## config.mk

```make
export PLATFORM = sky130hd
export DESIGN_NAME = bmh_ctrl
export DESIGN_NICKNAME = d
export VERILOG_FILES = /design/src/rtl/bmh_pkg.sv /design/src/rtl/bmh_ctrl.sv
export SDC_FILE = /design/constraint.sdc
export NUM_CORES = 1
export LEC_CHECK = 0
export BUFFER_PORTS_ARGS = -buffer_cell sky130_fd_sc_hd__buf_4
export CELL_PAD_IN_SITES_DETAIL_PLACEMENT = 1
export CELL_PAD_IN_SITES_GLOBAL_PLACEMENT = 1
export CORE_AREA = 5 5 42 44
export CTS_CLUSTER_DIAMETER = 80
export DETAILED_ROUTE_END_ITERATION = 10
export DIE_AREA = 0 0 47 49
export PLACE_DENSITY_LB_ADDON = 0.2
export SYNTH_ARGS = -nofsm -noshare
export SYNTH_HDL_FRONTEND = slang
export SYNTH_SLANG_ARGS = --single-unit
```

## constraint.sdc

```tcl
create_clock -name i_clk -period 2.07 [get_ports i_clk]
set_input_delay 0.3105 -clock i_clk [delete_from_list [all_inputs] [get_ports i_clk]]
set_output_delay 0.3105 -clock i_clk [all_outputs]
set_load 0.005 [all_outputs]
```

## src/rtl/bmh_pkg.sv

```systemverilog
// Package for the binary min-heap core: sizes, command and status codes,
// and the command and status types that pass between controller and datapath.
// No dependencies.
package bmh_pkg;

    localparam int CAPACITY = 1024;
    localparam int VALUE_W  = 32;
    localparam int ADDR_W   = $clog2(CAPACITY);
    localparam int CNT_W    = ADDR_W + 1;
    localparam int STAT_W   = 2;

    localparam logic CMD_INSERT = 1'b0;
    localparam logic CMD_DELETE = 1'b1;

    localparam logic [STAT_W-1:0] ST_OK    = 2'd0;
    localparam logic [STAT_W-1:0] ST_EMPTY = 2'd1;
    localparam logic [STAT_W-1:0] ST_FULL  = 2'd2;

    typedef logic [3:0] t_dp_op;

    localparam t_dp_op DP_NOP       = 4'd0;
    localparam t_dp_op DP_ACCEPT    = 4'd1;
    localparam t_dp_op DP_RD_PARENT = 4'd2;
    localparam t_dp_op DP_UP_MOVE   = 4'd3;
    localparam t_dp_op DP_DEL_START = 4'd4;
    localparam t_dp_op DP_DEL_LOAD  = 4'd5;
    localparam t_dp_op DP_RD_KIDS   = 4'd6;
    localparam t_dp_op DP_DN_MOVE   = 4'd7;
    localparam t_dp_op DP_PLACE     = 4'd8;
    localparam t_dp_op DP_OUTPUT    = 4'd9;

    typedef struct packed {
        t_dp_op op;
    } t_dp_cmd;

    typedef struct packed {
        logic in_delete;   // incoming beat asks for a delete
        logic in_reject;   // incoming beat hits a full or empty heap
        logic is_delete;   // command held for the current item
        logic pos_zero;    // hole sits at the root
        logic up_less;     // held key is below the parent just read
        logic leaf;        // hole has no child inside the heap
        logic dn_less;     // smaller child is below the held key
        logic count_zero;  // heap holds no entry
        logic out_free;    // output register can take a result
    } t_dp_stat;

endpackage

```

## src/rtl/bmh_ctrl.sv

```systemverilog
// Controller of the binary min-heap core: sequences sift-up and sift-down
// through the datapath one level at a time. Depends on bmh_pkg.
module bmh_ctrl (
    input  logic               i_clk,
    input  logic               i_rst_n,
    input  logic               i_in_valid,
    output logic               o_in_ready,
    input  bmh_pkg::t_dp_stat  i_stat,
    output bmh_pkg::t_dp_cmd   o_cmd
);
    import bmh_pkg::*;

    localparam logic [3:0] S_IDLE     = 4'd0;
    localparam logic [3:0] S_UP_CHECK = 4'd1;
    localparam logic [3:0] S_UP_CMP   = 4'd2;
    localparam logic [3:0] S_DEL_RD   = 4'd3;
    localparam logic [3:0] S_DEL_LOAD = 4'd4;
    localparam logic [3:0] S_DN_CHECK = 4'd5;
    localparam logic [3:0] S_DN_CMP   = 4'd6;
    localparam logic [3:0] S_PLACE    = 4'd7;
    localparam logic [3:0] S_FINISH   = 4'd8;

    logic [3:0] r_state, n_state;

    always_comb begin
        n_state  = r_state;
        o_cmd.op = DP_NOP;
        case (r_state)
            S_IDLE: begin
                if (i_in_valid && i_rst_n) begin
                    o_cmd.op = DP_ACCEPT;
                    if (i_stat.in_reject) begin
                        n_state = S_FINISH;
                    end else if (i_stat.in_delete) begin
                        n_state = S_DEL_RD;
                    end else begin
                        n_state = S_UP_CHECK;
                    end
                end
            end
            S_UP_CHECK: begin
                if (i_stat.pos_zero) begin
                    n_state = S_PLACE;
                end else begin
                    o_cmd.op = DP_RD_PARENT;
                    n_state  = S_UP_CMP;
                end
            end
            S_UP_CMP: begin
                if (i_stat.up_less) begin
                    o_cmd.op = DP_UP_MOVE;
                    n_state  = S_UP_CHECK;
                end else begin
                    n_state = S_PLACE;
                end
            end
            S_DEL_RD: begin
                o_cmd.op = DP_DEL_START;
                n_state  = S_DEL_LOAD;
            end
            S_DEL_LOAD: begin
                if (i_stat.count_zero) begin
                    n_state = S_FINISH;
                end else begin
                    o_cmd.op = DP_DEL_LOAD;
                    n_state  = S_DN_CHECK;
                end
            end
            S_DN_CHECK: begin
                if (i_stat.leaf) begin
                    n_state = S_PLACE;
                end else begin
                    o_cmd.op = DP_RD_KIDS;
                    n_state  = S_DN_CMP;
                end
            end
            S_DN_CMP: begin
                if (i_stat.dn_less) begin
                    o_cmd.op = DP_DN_MOVE;
                    n_state  = S_DN_CHECK;
                end else begin
                    n_state = S_PLACE;
                end
            end
            S_PLACE: begin
                o_cmd.op = DP_PLACE;
                n_state  = S_FINISH;
            end
            S_FINISH: begin
                if (i_stat.out_free) begin
                    o_cmd.op = DP_OUTPUT;
                    n_state  = S_IDLE;
                end
            end
            default: begin
                n_state = S_IDLE;
            end
        endcase
    end

    always_ff @(posedge i_clk) begin
        if (!i_rst_n) begin
            r_state <= S_IDLE;
        end else begin
            r_state <= n_state;
        end
    end

    // The input is held off while reset is asserted.
    assign o_in_ready = (r_state == S_IDLE) && i_rst_n;

endmodule

```

==> flow_summary_export.csv <==
group,metric,value,unit
place,io_buffers,15,
layout,drive_gt1_frac,0.306,
routing,dr_wl_met3,78,um
floorplanning,dieWidth,47,um
power_and_ir_drop,seqPwrFrac,0.329,
routing,routed-wl-met2,553,um
timing,skew,0.00592,ns
place,gp_congestion,0.777,
routing,dr.pass1.iters,2,
setup_path,path_buf_inv,1,
setup_path,crit_start,"r_state[1]",
timing,worst_pin_slew,0.373,ns
routing,drt-total-wl,1.17,mm
global_route,grt_pass1_vias,492,
floorplanning,initial_core_util,0.289,
setup_path,worst_ep_required_time,1.76,ns
synth,postSynthCellCount,58,
layout,seq_area,81.3,um^2
layout,largest_register_ff_count,4,
setup_path,cp_top_family,"flip-flops",
global_route,grt_overflow,0,
timing,max_freq,542,MHz
setup_path,worstPathCellList,"nand2b_1 -> o22a_1 -> o31ai_1 -> buf_4",
synth,ys.flop_type,"dfxtp_1",
setup_path,start_kind,"register",
power_and_ir_drop,power_density,677,nW/um^2
outcome,outcome,"finished clean",
setup_path,reg2reg_from,"r_state[0]",
place,placed_area,513,um^2
synth,synth.distinct_cells,27,
synth,synth.cell_area,405,um^2
run,maxCapViolations,0,
timing,hold_violations,0,
power_and_ir_drop,comb_power_share,0.403,
global_route,grt_first_pass_wirelength,2.00,mm
clock_network,path_clk_slew,0.04,ns
layout,layout.nets,86,
routing,routed.top_layer,"met3",
min_path,hp-class,"input port to register",
synth,synth.most_common_cell,"nor2_1",
global_route,grt_max_degree,14,
floorplanning,dieHeight,49,um
synth,synthArstFlopShare,0,
power_and_ir_drop,p_clk_frac,0.268,
place,dp.cells,85,
synth,yosys-top-cells-area,"dfxtp_1 (20%), nor2_1 (7.4%), mux4_2 (5.6%)",
power_and_ir_drop,leakage,0.000230,uW
power_and_ir_drop,swShare,0.347,
clock_network,cts_tree,"yes",
global_route,grt_use_total,0.116,
timing,rsz0062_at_grt,"false",
synth,syn_nets,70,
synth,yosysSeqAreaShare,0.198,
synth,synth.top_cell.area_share,0.198,
setup_path,cp_max_fo,12,
layout,final_core_util,0.383,
setup_path,max_stage_delay,0.52,ns
timing,period_share,0.892,
routing,antenna_left,0,
layout,reg.largest.list,"r_state x4",
synth,ys_seq_elements,4,
floorplanning,rows,14,
setup_path,worstPathArrival,1.54,ns
timing,slew_viol_final,0,
routing,drc,0,
routing,wl_per_cell,13.3,um
clock_network,cts_max_path_buffers,2,
clock_network,clk-insertion-delay-late,0.24,ns
timing,setup_slack,0.224,ns
timing,setup_viol,0,
layout,final-instance-count-excl-fill,88,
min_path,min_from,"i_rst_n",
layout,regMostFlops,"r_state",
synth,synthTopCellsByCount,"nor2_1 (8), nand2_1 (5)",
synth,yosys.area.top_type,"dfxtp_1",
global_route,antenna_found_initial,0,
routing,wl_met1,537,um
layout,final_area,537,um^2
clock_network,cts_buffers,3,
timing,setup_tns,0,ns
place,place_ws,0.332,ns
setup_path,r2r_cells,3,
timing,relSlewSlack,0.751,
setup_path,cp_slowest_cell,"dfxtp_1",
power_and_ir_drop,peakVddDrop,0.273,mV
synth,ys_warn_count,0,
clock_network,root_buffer,"clkbuf_4",
layout,fill_cells,194,
floorplanning,die_area,2300,um^2
min_path,hold_depth,2,
clock_network,htreeDepth,1,
setup_path,crit_type,"register to primary output",
clock_network,hold_buffers,0,
setup_path,cp.depth,4,
clock_network,cts_sinks,4,
place,dpl.hpwl,930,um
synth,synth_area_per_cell,6.99,um^2
floorplanning,ios,17,
layout,area_growth,32.4,%
layout,multi_input_area,285,um^2
power_and_ir_drop,p_int,237,uW
floorplanning,fp.coreArea,1400,um^2
routing,vias,458,
routing,routed_via_density,5.20,
setup_path,critPathCaptureType,"primary output",
timing,fin_crit,1.85,ns
synth,synth-edff-count,0,
layout,diodes,0,
power_and_ir_drop,p_switching,126,uW
routing,initialDrtViolationCount,9,
worst paths after layout:
| kind | to | slack (ns) |
|---|---|---|
| worst max-delay path | o_cmd[1] | 0.22 |
| worst min-delay path | r_state[2] | 0.31 |
| worst max register to register | r_state[0] | 0.72 |
| worst min register to register | r_state[3] | 0.60 |
per-layer routing:
| metal | up-vias | GRT usage |
|---|---|---|
| li1 | 233 | - |
| met1 | 210 | 0.159 |
| met2 | 15 | 0.172 |
| met3 | 0 | 0.0480 |
| met4 | 0 | 0.0138 |
| met5 | - | 0 |
repair_timing:
item	in CTS	in global routing
hold endpoints to repair	0	0
gates resized for setup	0	1
setup buffers	0	0
setup endpoints to repair	0	1
per-stage QoR:
step	power (uW)	hold slack, ns
finish	364	0.306
global route	400	0.313
CTS	374	0.302
detailed placement	270	0.542
global placement	269	0.541
floorplan	215	0.427
layout by cell type (no fill, tap or decap), types with 2 or more instances in the layout:
master	n
a211oi_1	2
clkbuf_4	3
a21oi_1	4
nand2b_1	2
buf_4	15
nor2_1	8
dfxtp_1	3
o21ai_0	2
inv_1	4
nor2b_1	2
nor3_1	4
o21ai_1	3
o22a_1	2
nand2_1	5
final cells by class:
class                   count  share of cell area
clock buffers               3              0.0420
inverters                   4              0.0280
multi-input cells          46               0.531
flip-flops and latches      4               0.152
well taps                  16              0.0373
repair buffers             15               0.210
worst register-to-register path, stage by stage, from the launching register on:
cell and delay [ns]:
dfxtp_1 0.53, mux4_2 0.55, nor2_1 0.10, nor3_1 0.05
kinds of logic after synthesis:
group,share of synthesized area
buf+inv,0.0987
simple gates,0.336
mux,0.0802
compound gates,0.287
flops,0.198
power groups by stage:
stage | combinational (uW) | clock (uW) | sequential [uW]
detailed placement | 149 | 0 | 122
global placement | 147 | 0 | 122
global route | 166 | 109 | 125
finish | 146 | 97.3 | 120
CTS | 149 | 104 | 121
floorplan | 121 | 0 | 93.8
Note: power is estimated with default switching activity, not from simulation.
